<file path="config.mk">
export PLATFORM = sky130hd
export DESIGN_NAME = pipeline_forwarding_hazard_unit
export DESIGN_NICKNAME = d
export VERILOG_FILES = /design/src/pfhu_pkg.sv /design/src/pipeline_forwarding_hazard_unit.sv /design/src/pfhu_cell.sv
export SDC_FILE = /design/constraint.sdc
export NUM_CORES = 1
export LEC_CHECK = 0
export BUFFER_PORTS_ARGS = -buffer_cell sky130_fd_sc_hd__buf_2
export CELL_PAD_IN_SITES_DETAIL_PLACEMENT = 2
export CELL_PAD_IN_SITES_GLOBAL_PLACEMENT = 2
export CORE_ASPECT_RATIO = 0.75
export CORE_MARGIN = 2
export CORE_UTILIZATION = 35
export DETAILED_ROUTE_END_ITERATION = 10
export GPL_TIMING_DRIVEN = 1
export PLACE_DENSITY = 0.85
export SLEW_MARGIN = 20
export SYNTH_ARGS = -nofsm -noshare
export SYNTH_HDL_FRONTEND = slang
export SYNTH_HIERARCHICAL = 1
export SYNTH_SLANG_ARGS = --single-unit
export TNS_END_PERCENT = 1
</file>
<file path="constraint.sdc">
create_clock -name clk_i -period 2.4 [get_ports clk_i]
set_input_delay 0.12 -clock clk_i [delete_from_list [all_inputs] [get_ports clk_i]]
set_output_delay 0.12 -clock clk_i [all_outputs]
set_load 0.02 [all_outputs]
</file>
<file path="src/pfhu_pkg.sv">
// Shared types, codes and stage constants for the forwarding and hazard unit.
package pfhu_pkg;

  localparam int unsigned RegW       = 5;
  localparam int unsigned DataW      = 32;
  localparam int unsigned NumStages  = 4;
  localparam int unsigned StageDec   = 0;
  localparam int unsigned StageExe   = 1;
  localparam int unsigned StageMem   = 2;
  localparam int unsigned StageWb    = 3;

  localparam logic [RegW-1:0] RegsEmbedded = RegW'(16);

  typedef enum logic [2:0] {
    OP_ADVANCE  = 3'd0,
    OP_SET_DEST = 3'd1,
    OP_POST_EXE = 3'd2,
    OP_POST_MEM = 3'd3,
    OP_QUERY    = 3'd4
  } opcode_e;

  typedef enum logic [2:0] {
    ERR_OK         = 3'd0,
    ERR_INVALID    = 3'd1,
    ERR_PENDING    = 3'd2,
    ERR_MISSING    = 3'd3,
    ERR_NOT_FILLED = 3'd4
  } err_e;

  // One pipeline stage entry
  typedef struct packed {
    logic [RegW-1:0]  dest;
    logic [DataW-1:0] value;
    logic             has_value;
    logic             filled;
  } entry_t;

  // Query answer handed along the cell chain
  typedef struct packed {
    logic             stale;
    logic [DataW-1:0] value;
    err_e             err;
  } result_t;

  // Per-cell update strobes
  typedef struct packed {
    logic advance;
    logic post;
    logic set_dest;
  } cell_ctrl_t;

  // Per-stage query behavior
  typedef struct packed {
    logic match_en;
    logic fwd_en;
    logic miss_stale;
    err_e miss_err;
  } cell_cfg_t;

  localparam cell_cfg_t StageCfg [NumStages] = '{
    '{match_en: 1'b0, fwd_en: 1'b0, miss_stale: 1'b0, miss_err: ERR_OK},
    '{match_en: 1'b1, fwd_en: 1'b0, miss_stale: 1'b1, miss_err: ERR_PENDING},
    '{match_en: 1'b1, fwd_en: 1'b1, miss_stale: 1'b1, miss_err: ERR_MISSING},
    '{match_en: 1'b1, fwd_en: 1'b1, miss_stale: 1'b0, miss_err: ERR_MISSING}
  };

endpackage

</file>
<file path="src/pipeline_forwarding_hazard_unit.sv">
// Top level: request decode, chain of four stage cells, registered result.
//
//  channel   | direction | contents
//  s_axis    | in        | tuser: opcode; tdata: dest_reg, query_reg, data_value, file_value
//  m_axis    | out       | tdata: stale, read_value, error_code
//  cfg       | in        | cfg_we_i / cfg_wdata_i: embedded_mode
//
// One request per cycle unless stalled; a result appears in the cycle after its request.
// The cells update at the accepting edge; a query resolves through the cell chain
// in the same cycle, from writeback up to decode.
// The input stalls only while a result is held and m_axis_tready is low.
// Reset clears all stage entries, embedded_mode and the output register.
module pipeline_forwarding_hazard_unit import pfhu_pkg::*; (
  input  logic        clk_i,
  input  logic        rst_ni,
  input  logic        cfg_we_i,
  input  logic        cfg_wdata_i,
  input  logic        s_axis_tvalid,
  output logic        s_axis_tready,
  input  logic [2:0]  s_axis_tuser,  // [2:0] opcode
  input  logic [79:0] s_axis_tdata,  // [4:0] dest_reg, [9:5] query_reg,
                                     // [41:10] data_value, [73:42] file_value, rest zero
  output logic        m_axis_tvalid,
  input  logic        m_axis_tready,
  output logic [39:0] m_axis_tdata   // [0] stale, [32:1] read_value, [35:33] error_code
);

  logic             embedded_q;
  logic             in_fire;
  opcode_e          opcode;
  logic [RegW-1:0]  dest_reg;
  logic [RegW-1:0]  query_reg;
  logic [DataW-1:0] data_value;
  logic [DataW-1:0] file_value;

  entry_t     entry   [NumStages];
  cell_ctrl_t ctrl    [NumStages];
  result_t    chain   [NumStages+1];
  entry_t     fresh;
  result_t    res_d;
  result_t    res_q;
  logic       out_valid_q;

  assign opcode     = opcode_e'(s_axis_tuser);
  assign dest_reg   = s_axis_tdata[4:0];
  assign query_reg  = s_axis_tdata[9:5];
  assign data_value = s_axis_tdata[41:10];
  assign file_value = s_axis_tdata[73:42];

  assign s_axis_tready = !out_valid_q || m_axis_tready;
  assign in_fire       = s_axis_tvalid && s_axis_tready;

  always_ff @(posedge clk_i or negedge rst_ni) begin
    if (!rst_ni) begin
      embedded_q <= 1'b0;
    end else if (cfg_we_i) begin
      embedded_q <= cfg_wdata_i;
    end
  end

  // New decode entry on advance: filled, no destination, no value
  always_comb begin
    fresh        = '0;
    fresh.filled = 1'b1;
  end

  assign chain[NumStages] = '{stale: 1'b0, value: file_value, err: ERR_OK};

  for (genvar i = 0; i < NumStages; i++) begin : g_cell
    assign ctrl[i].advance  = in_fire && (opcode == OP_ADVANCE);
    assign ctrl[i].post     = in_fire &&
                              (((i == StageExe) && (opcode == OP_POST_EXE)) ||
                               ((i == StageMem) && (opcode == OP_POST_MEM)));
    assign ctrl[i].set_dest = in_fire && (i == StageDec) && (opcode == OP_SET_DEST);

    pfhu_cell u_cell (
      .clk_i       (clk_i),
      .rst_ni      (rst_ni),
      .cfg_i       (StageCfg[i]),
      .ctrl_i      (ctrl[i]),
      .prev_i      ((i == 0) ? fresh : entry[(i == 0) ? 0 : i-1]),
      .dest_i      (dest_reg),
      .data_i      (data_value),
      .query_reg_i (query_reg),
      .result_i    (chain[i+1]),
      .entry_o     (entry[i]),
      .result_o    (chain[i])
    );
  end

  always_comb begin
    res_d = '{stale: 1'b0, value: '0, err: ERR_OK};
    case (opcode)
      OP_POST_EXE: begin
        if (!entry[StageExe].filled) res_d.err = ERR_NOT_FILLED;
      end
      OP_POST_MEM: begin
        if (!entry[StageMem].filled) res_d.err = ERR_NOT_FILLED;
      end
      OP_QUERY: begin
        if (embedded_q && (query_reg >= RegsEmbedded)) begin
          res_d.err = ERR_INVALID;
        end else if (query_reg != '0) begin
          res_d = chain[0];
        end
      end
      default: ;
    endcase
  end

  always_ff @(posedge clk_i or negedge rst_ni) begin
    if (!rst_ni) begin
      out_valid_q <= 1'b0;
    end else if (s_axis_tready) begin
      out_valid_q <= s_axis_tvalid;
    end
  end

  always_ff @(posedge clk_i or negedge rst_ni) begin
    if (!rst_ni) begin
      res_q <= '{stale: 1'b0, value: '0, err: ERR_OK};
    end else if (in_fire) begin
      res_q <= res_d;
    end
  end

  assign m_axis_tvalid = out_valid_q;
  assign m_axis_tdata  = {4'b0, res_q.err, res_q.value, res_q.stale};

endmodule

</file>
<file path="src/pfhu_cell.sv">
// One pipeline stage cell: holds an entry, shifts it on, and resolves its query match.
module pfhu_cell import pfhu_pkg::*; (
  input  logic             clk_i,
  input  logic             rst_ni,
  input  cell_cfg_t        cfg_i,
  input  cell_ctrl_t       ctrl_i,
  input  entry_t           prev_i,
  input  logic [RegW-1:0]  dest_i,
  input  logic [DataW-1:0] data_i,
  input  logic [RegW-1:0]  query_reg_i,
  input  result_t          result_i,
  output entry_t           entry_o,
  output result_t          result_o
);

  entry_t entry_q, entry_d;
  logic   hit;

  always_comb begin
    entry_d = entry_q;
    if (ctrl_i.advance) begin
      entry_d = prev_i;
    end else begin
      if (ctrl_i.post && entry_q.filled) begin
        entry_d.value     = data_i;
        entry_d.has_value = 1'b1;
      end
      if (ctrl_i.set_dest) begin
        entry_d.dest = dest_i;
      end
    end
  end

  always_ff @(posedge clk_i or negedge rst_ni) begin
    if (!rst_ni) begin
      entry_q <= '0;
    end else begin
      entry_q <= entry_d;
    end
  end

  // Later stages feed in first; a hit here overrides their answer.
  assign hit = cfg_i.match_en && entry_q.filled && (entry_q.dest == query_reg_i);

  always_comb begin
    result_o = result_i;
    if (hit) begin
      if (cfg_i.fwd_en && entry_q.has_value) begin
        result_o.stale = 1'b0;
        result_o.value = entry_q.value;
        result_o.err   = ERR_OK;
      end else begin
        result_o.stale = cfg_i.miss_stale;
        result_o.value = '0;
        result_o.err   = cfg_i.miss_err;
      end
    end
  end

  assign entry_o = entry_q;

endmodule

</file>
==> results of run 1 <==
-- cell type report --
class | count | area, sq um
antenna | 4 | 10.01
clock buffer | 21 | 480.5
clock inverter | 11 | 173.9
fill | 3696 | 19750
inverter | 37 | 138.9
multi-input combinational | 1003 | 7268
sequential | 194 | 4856
tap | 457 | 571.8
timing repair buffer | 197 | 1445
-- per-layer routing --
layer	GRT usage [%]	part of all wire (%)	up-vias
met3	3.440	2.7	82
li1	-	-	4640
met1	32.01	44	5359
met4	10.50	2.9	0
met2	44.97	51	195
met5	0	0	-
-- final timing paths --
kind	from	end	slack (ps)	cells past startpoint
min in group asynchronous	rst_ni	g_cell[3].u_cell/entry_o[2]$_DFFE_PN0P_	230	2
hold / removal	s_axis_tdata[21]	g_cell[0].u_cell/entry_o[13]$_DFFE_PN0P_	20	3
max in group asynchronous	rst_ni	g_cell[1].u_cell/entry_o[9]$_DFFE_PN0P_	1300	3
hold reg to reg	m_axis_tdata[20]$_DFFE_PN0P_	m_axis_tdata[20]$_DFFE_PN0P_	480	2
setup reg to reg	g_cell[3].u_cell/entry_o[35]$_DFFE_PN0P_	m_axis_tdata[31]$_DFFE_PN0P_	-500	11
setup / recovery	g_cell[3].u_cell/entry_o[35]$_DFFE_PN0P_	m_axis_tdata[31]$_DFFE_PN0P_	-500	11
-- worst max-delay path, stage by stage (launching register included) --
cell                        delay, ps
sky130_fd_sc_hd__dfrtp_1          410
sky130_fd_sc_hd__a222oi_1         380
sky130_fd_sc_hd__buf_4            190
sky130_fd_sc_hd__nand4_4          100
sky130_fd_sc_hd__buf_4            180
sky130_fd_sc_hd__bufbuf_16        300
sky130_fd_sc_hd__mux2_4           300
sky130_fd_sc_hd__mux2_4           260
sky130_fd_sc_hd__mux2_4           260
sky130_fd_sc_hd__mux2_4           260
sky130_fd_sc_hd__nand2_1           80
sky130_fd_sc_hd__o21ai_2           60
-- state kept, by name, indices dropped and copies added, names as in the netlist --
register / flops
g_cell.u_cell/entry_o: 156
m_axis_tdata: 36
embedded_q: 1
m_axis_tvalid: 1
-- report_power, final --
| part | total, uW | leakage, uW | switching (uW) | internal, uW |
|---|---|---|---|---|
| combinational | 2700 | 0.00472 | 1550 | 1150 |
| sequential | 4950 | 0.00244 | 779 | 4170 |
| clock | 3290 | 0.000312 | 1420 | 1860 |
| total | 10900 | 0.00748 | 3760 | 7180 |
-- per-stage QoR --
step	hold slack [ps]	setup slack (ps)	total power [uW]	TNS, ps	utilization, %
after floorplan	-175.6	-119.8	6372	-9758	-
after CTS	1.371	-483.5	10930	-13250	42.98
final	21.37	-496.6	10940	-13580	43.07
after global placement	216.1	-215.9	7182	-5542	40.40
after global routing	23.03	-592.2	11560	-15990	43.07
after detailed placement	203.0	-602.2	7503	-11250	40.40
-- cells in the final DEF, fill, tap and decap left out, types with 5 or more instances in the layout --
master	instances
sky130_fd_sc_hd__buf_4	43
sky130_fd_sc_hd__mux2_4	104
sky130_fd_sc_hd__mux2_2	29
sky130_fd_sc_hd__buf_2	119
sky130_fd_sc_hd__inv_1	37
sky130_fd_sc_hd__dlygate4sd3_1	17
sky130_fd_sc_hd__nor2b_1	12
sky130_fd_sc_hd__nand2_1	238
sky130_fd_sc_hd__conb_1	96
sky130_fd_sc_hd__xnor2_1	8
sky130_fd_sc_hd__clkbuf_8	5
sky130_fd_sc_hd__dfrtp_1	193
sky130_fd_sc_hd__o21ai_2	30
sky130_fd_sc_hd__and3_1	128
sky130_fd_sc_hd__mux2i_1	163
sky130_fd_sc_hd__clkbuf_16	17
sky130_fd_sc_hd__o21ai_0	152
sky130_fd_sc_hd__buf_12	14
sky130_fd_sc_hd__a21oi_1	5
-- what timing repair did --
action	CTS	global route
hold buffers	17	0
resized for setup	8	5
cloned	1	0
endpoints found under the hold margin	86	0
pin swaps	3	3
buffers inserted	3	0
endpoints found under the setup margin	34	35
-- kinds of logic (layout without fill, tap and decap cells) --
| group | Yosys count | after routing | share of synthesized area, % |
|---|---|---|---|
| AO/OA/AOI/OAI | 205 | 205 | 10.30 |
| XOR/XNOR | 8 | 8 | 0.5672 |
| buffers and inverters | 140 | 266 | 5.347 |
| flip-flops | 194 | 194 | 39.30 |
| multiplexers | 298 | 298 | 28.65 |
| other | 2 | 100 | 0.06079 |
| AND/OR/NAND/NOR | 396 | 396 | 15.78 |
==> impl_summary.txt, run 1 <==
----------------------------------------------------
[Outcome]
  Status ... finished with violations
  Failing checks ... negative setup slack

[STA]
  Achievable clock frequency ... 345.2 MHz
  Clk_skew ... 13.61 ps
  Unrepaired setup endpoints after global routing ... yes
  Headroom to the max-slew limit ... 19.95%
  Tmin final ... 2897 ps
  Setup violations, final ... 34
  Post-route clock period utilization ... 120.7%
  Final number of max-transition violations ... 0
  Setup slack of the critical path after layout ... -496.6 ps
  Worst Max-Slew Pin Slew ... approximately 1200 ps
  Number of endpoints with negative hold slack in the final report ... 0

[Route]
  First DRT Iteration DRCs ... 584
  Post-detailed-routing wire length ... 46670 um
  Routed len/inst ... approximately 24 um
  Detailed-routing iteration count for the pre-antenna-repair pass ... 4
  Remaining routing DRC violations ... 0
  Count of vias placed by the detailed router ... about 10000
  DR vias/cell ... between 5 and 6
  Number of routed nets with antenna violations ... 0

[Die]
  Die height ... 166.7 um
  Top Ports ... 131
  Horizontal die dimension ... 220.9 um
  Area of the die ... 36830 sq um
  Count of standard-cell rows ... 59
  Effective utilization at floorplan ... 35.61%
  Core region area ... roughly 35000 sq um

[Placement]
  Count of buffers from port buffering ... 120
  Total instance count after detailed placement ... 1867
  Detailed-placement wirelength estimate ... between 30000 and 40000 um
  Placement Cell Area ... roughly 14000 sq um
  Global placement routability congestion ... 0.8043

[Flow run]
  Max capacitance violation total ... 0

[Critical path]
  Crit Path Category ... flop to flop
  Startpoint type of the worst setup path ... flop
  Sort of element at the end of the critical path ... flop
  Required time of the worst setup path ... between 2000 and 3000 ps
  CP Max Fanout ... 11
  Data arrival time of the worst path ... 3240 ps

[Synthesis]
  Syn avg cell area ... 9.939 sq um
  Flip-flop and latch count after synthesis ... 194
  Post-synth top area cell ... sky130_fd_sc_hd__dfrtp_1
  Dominant cells by area after synthesis ... sky130_fd_sc_hd__dfrtp_1, sky130_fd_sc_hd__mux2i_1, sky130_fd_sc_hd__mux2_4, sky130_fd_sc_hd__nand2_1, sky130_fd_sc_hd__and3_1
  Area share of the leading cell type in the synthesized netlist ... approximately 39%
  Synthesized area ... 12350 sq um
  Synth Instances ... 1243
  Warnings from Yosys ... 6
  Main synth FF type ... sky130_fd_sc_hd__dfrtp_1
  Leading post-synthesis cells by instance count ... sky130_fd_sc_hd__nand2_1, sky130_fd_sc_hd__dfrtp_1, sky130_fd_sc_hd__mux2i_1
  Most numerous cell in the Yosys netlist ... sky130_fd_sc_hd__nand2_1
  Ys async rst share ... 100.0%
  Synth cell types ... 32
  Fraction of the yosys area taken by sequential cells ... ~39%
  Number of flops mapped to enable cells by yosys ... 0

[CTS]
  Clock tree from TritonCTS ... yes
  Number of buffers created by CTS ... 17
  Later-pin clock latency in the skew report ... around 470 ps
  Number of clock sinks ... 194
  Clk pin slew, worst setup/hold paths ... 80 ps
  Buffer type at the clock tree root ... sky130_fd_sc_hd__clkbuf_16
  Clock buffer depth ... 2
  Total number of H-tree levels ... 4

[Global route]
  Maximum number of pins on one net before global-route repair ... 75
  Number of global-route vias before repair ... approximately 12000
  First-pass GRT wire length ... 72350 um
  Number of antenna violations at the first check in global routing ... 5
  GRT Total Usage ... 25.71%
  Global-route congestion overflow total ... 0

[Finish]
  Area growth from synthesis to final layout ... 20.96%
  Count of placed standard cells in the final layout, fillers left out ... 1924
  Net count of the finished layout ... between 1500 and 2000
  Layout cell share with drive strength beyond 1 ... 27.27%
  Final non-filler cell area ... 14940 sq um

[Power and ir drop]
  Total leakage power ... 0.007478 uW
  Pwr/cell area ... 731.9 nW/um^2
  Maximum ir drop on the vdd rail ... 0.3584 mV

[Min path]
  Worst min-delay path category ... input port to flop

----------------------------------------------------
Power figures use the tool's default switching activity.
==> run 2: changes to the inputs <==
--- a/config.mk
+++ b/config.mk
@@ -10,10 +10,10 @@
 export CELL_PAD_IN_SITES_GLOBAL_PLACEMENT = 2
 export CORE_ASPECT_RATIO = 0.75
 export CORE_MARGIN = 2
-export CORE_UTILIZATION = 35
+export CORE_UTILIZATION = 39
 export DETAILED_ROUTE_END_ITERATION = 10
 export GPL_TIMING_DRIVEN = 1
-export PLACE_DENSITY = 0.85
+export PLACE_DENSITY = 0.89
 export SLEW_MARGIN = 20
 export SYNTH_ARGS = -nofsm -noshare
 export SYNTH_HDL_FRONTEND = slang
==> constraint.sdc (replaced) <==
create_clock -name clk_i -period 3.2 [get_ports clk_i]
set_input_delay 0.16 -clock clk_i [delete_from_list [all_inputs] [get_ports clk_i]]
set_output_delay 0.16 -clock clk_i [all_outputs]
set_load 0.02 [all_outputs]
==> run 2 against run 1 <==
Net effect: the run now ends clean; first-iteration DRC count shrank 27%; total power is 27% lower; via count increased by 0.50%; die area is 10% lower; critical path type unchanged; largest cell class unchanged.
==> impl_summary.txt, run 2 (synthesis results as in run 1) <==
----------------------------------------------------
[Route]
  Detailed-routing iteration count for the pre-antenna-repair pass ... 5
  Routed len/inst ... 25.28 um
  Remaining routing DRC violations ... 0
  Met1 Routed Length ... between 15000 and 20000 um
  Detail Route met2 WL ... 23490 um
  Count of vias placed by the detailed router ... 10330
  Post-detailed-routing wire length ... 46130 um
  First DRT Iteration DRCs ... 425
  DR vias/cell ... 5.659
  Met3 routed WL ... 1565 um
  Top metal layer carrying routed signals ... met4
  Number of routed nets with antenna violations ... 0

[Critical path]
  Data arrival time of the worst path ... 3190 ps
  Startpoint type of the worst setup path ... flop
  End of the worst register-to-register path ... m_axis_tdata[16]$_DFFE_PN0P_
  Crit Path Category ... flop to flop
  Reg-to-reg critical path startpoint ... g_cell[1].u_cell/entry_o[37]$_DFFE_PN0P_
  Sort of element at the end of the critical path ... flop
  Register-to-register path setup slack ... approximately 340 ps
  Most Frequent Cell on Critical Path ... sky130_fd_sc_hd__mux2_4
  Cells along the critical path ... inv_1, a222oi_1, nand4_4, buf_4, mux2_4, mux2_4, nand2_1, o21ai_2
  CP Capture Point ... m_axis_tdata[16]$_DFFE_PN0P_
  Critical path launch point ... g_cell[1].u_cell/entry_o[37]$_DFFE_PN0P_
  Required time of the worst setup path ... 3530 ps
  Delay of the slowest critical-path stage ... 480 ps
  CP Max Fanout ... 13
  Slowest cell on the critical path ... sky130_fd_sc_hd__dfrtp_1
  Reg2Reg Depth ... 8

[Power and ir drop]
  Switching power ... 2882 uW
  Clock network fraction of design power ... approximately 28%
  Power consumption ... around 8000 uW
  Proportion of total power due to net switching ... between 30% and 40%
  Proportion of power drawn by flip-flops and latches ... 47.3%
  Pwr/cell area ... 558.7 nW/um^2
  Total leakage power ... approximately 0.0072 uW
  Maximum ir drop on the vdd rail ... 0.4188 mV
  Portion of total power attributed to combinational logic ... 24.6%
  Internal power summed over all cells ... 5087 uW

[CTS]
  Total number of H-tree levels ... 4
  Clk pin slew, worst setup/hold paths ... 80 ps
  Post-CTS Setup Bufs ... 0
  Number of clock sinks ... roughly 190
  Number of buffers created by CTS ... 17
  Clock tree from TritonCTS ... yes
  Clock buffer depth ... 2
  Buffer type at the clock tree root ... sky130_fd_sc_hd__clkbuf_16
  Later-pin clock latency in the skew report ... ~470 ps

[Flow run]
  Max capacitance violation total ... 0

[Finish]
  Net count of the finished layout ... 1491
  Area growth from synthesis to final layout ... 15.45%
  Commonest non-fill, non-tap cell in the layout ... sky130_fd_sc_hd__nand2_1
  Final non-filler cell area ... ~14000 sq um
  Number of flip-flops in the largest register ... 156
  Sequential Area ... 4855 sq um
  Filler cell count in the final layout ... 3343
  Most frequent cells in the layout ... sky130_fd_sc_hd__nand2_1, sky130_fd_sc_hd__dfrtp_1, sky130_fd_sc_hd__mux2i_1
  Layout cell share with drive strength beyond 1 ... 24.95%
  Footprint of the multi-input gates ... 7246 sq um

[STA]
  Tmin final ... 2858 ps
  Headroom to the max-slew limit ... 19.08%
  Achievable clock frequency ... 350.0 MHz
  Worst hold-check slack ... just under 50 ps
  Worst Max-Slew Pin Slew ... between 1000 and 1500 ps
  Aggregate negative setup slack ... 0 ps
  Final number of max-transition violations ... 0
  Setup violations, final ... 0
  Unrepaired setup endpoints after global routing ... no
  Post-route clock period utilization ... 89.30%
  Clk_skew ... 15.56 ps
  Number of endpoints with negative hold slack in the final report ... 0

[Global route]
  Global-route congestion overflow total ... 0
  Number of antenna violations at the first check in global routing ... 4
  First-pass GRT wire length ... 70790 um
  Maximum number of pins on one net before global-route repair ... 93
  Number of global-route vias before repair ... 11630
  GRT Total Usage ... 28.48%

[Placement]
  Detailed-placement wirelength estimate ... 28590 um
  Global placement routability congestion ... 0.7990
  Placement Cell Area ... 13640 sq um
  Count of buffers from port buffering ... 120

[Die]
  Area of the die ... 33130 sq um
  Top Ports ... 131
  Effective utilization at floorplan ... 39.53%
  Horizontal die dimension ... between 200 and 250 um
  Core region area ... roughly 31000 sq um
  Die height ... 158.1 um
  Count of standard-cell rows ... 56

[Outcome]
  Status ... finished clean

[Min path]
  Worst min-delay path category ... input port to flop

----------------------------------------------------
==> run 2: cell type report <==
class | count | area share, %
timing repair buffer | 149 | 6.570
clock buffer | 20 | 3.061
antenna | 4 | 0.07018
multi-input combinational | 1003 | 50.80
tap | 406 | 3.561
clock inverter | 12 | 0.9298
inverter | 37 | 0.9737
sequential | 194 | 34.04
==> run 2: power by group through the flow <==
stage / Combinational (uW) / Sequential (uW) / Clock, uW
after floorplan: 1250 / 3530 / 0
after global placement: 1620 / 3660 / 0
after detailed placement: 1800 / 3760 / 0
after CTS: 1900 / 3760 / 2290
after global routing: 2160 / 3860 / 2370
final: 1960 / 3770 / 2230
==> run 2: what timing repair did <==
item                                   4_1_cts  5_1_grt
endpoints found under the hold margin       91        0
hold buffers                                 4        0
resized for setup                            0        0
==> run 2: metrics by stage <==
| stage | cells | utilization, % | setup WS, ps |
|---|---|---|---|
| 4_1_cts | 1821 | 45.61 | 367.6 |
| 2_1_floorplan | 1337 | - | 661.8 |
| 6_report | 1825 | 45.64 | 342.5 |
| 3_3_place_gp | 1785 | 43.66 | 484.8 |
| 3_5_place_dp | 1785 | 43.66 | 350.0 |
| 5_1_grt | 1825 | 45.64 | 36.51 |
==> run 2: worst max-delay path, delay by kind of cell, from the launching register on <==
kind	cells	cell delay [ps]
simple gates	2	600
mux	2	590
compound gates	2	520
buf+inv	2	510
flops	1	480
==> run 2: worst min-delay path by stage <==
| stage | from | to | slack [ps] | cells past startpoint |
|---|---|---|---|---|
| floorplan | rst_ni | embedded_q$_DFFE_PN0P_ | -140 | 0 |
| global placement | rst_ni | m_axis_tvalid$_DFFE_PN0N_ | 300 | 1 |
| detailed placement | rst_ni | m_axis_tvalid$_DFFE_PN0N_ | 300 | 1 |
| CTS | s_axis_tdata[14] | g_cell[0].u_cell/entry_o[6]$_DFFE_PN0P_ | 40 | 3 |
| global route | s_axis_tdata[24] | g_cell[2].u_cell/entry_o[16]$_DFFE_PN0P_ | 50 | 3 |
| finish | s_axis_tdata[24] | g_cell[2].u_cell/entry_o[16]$_DFFE_PN0P_ | 50 | 3 |
==> run 2: per-layer routing <==
layer | vias to the layer above | GRT usage [%]
met5 | - | 0
met1 | 5413 | 33.55
li1 | 4548 | -
met2 | 257 | 51.10
met3 | 109 | 4.662
met4 | 0 | 13.64
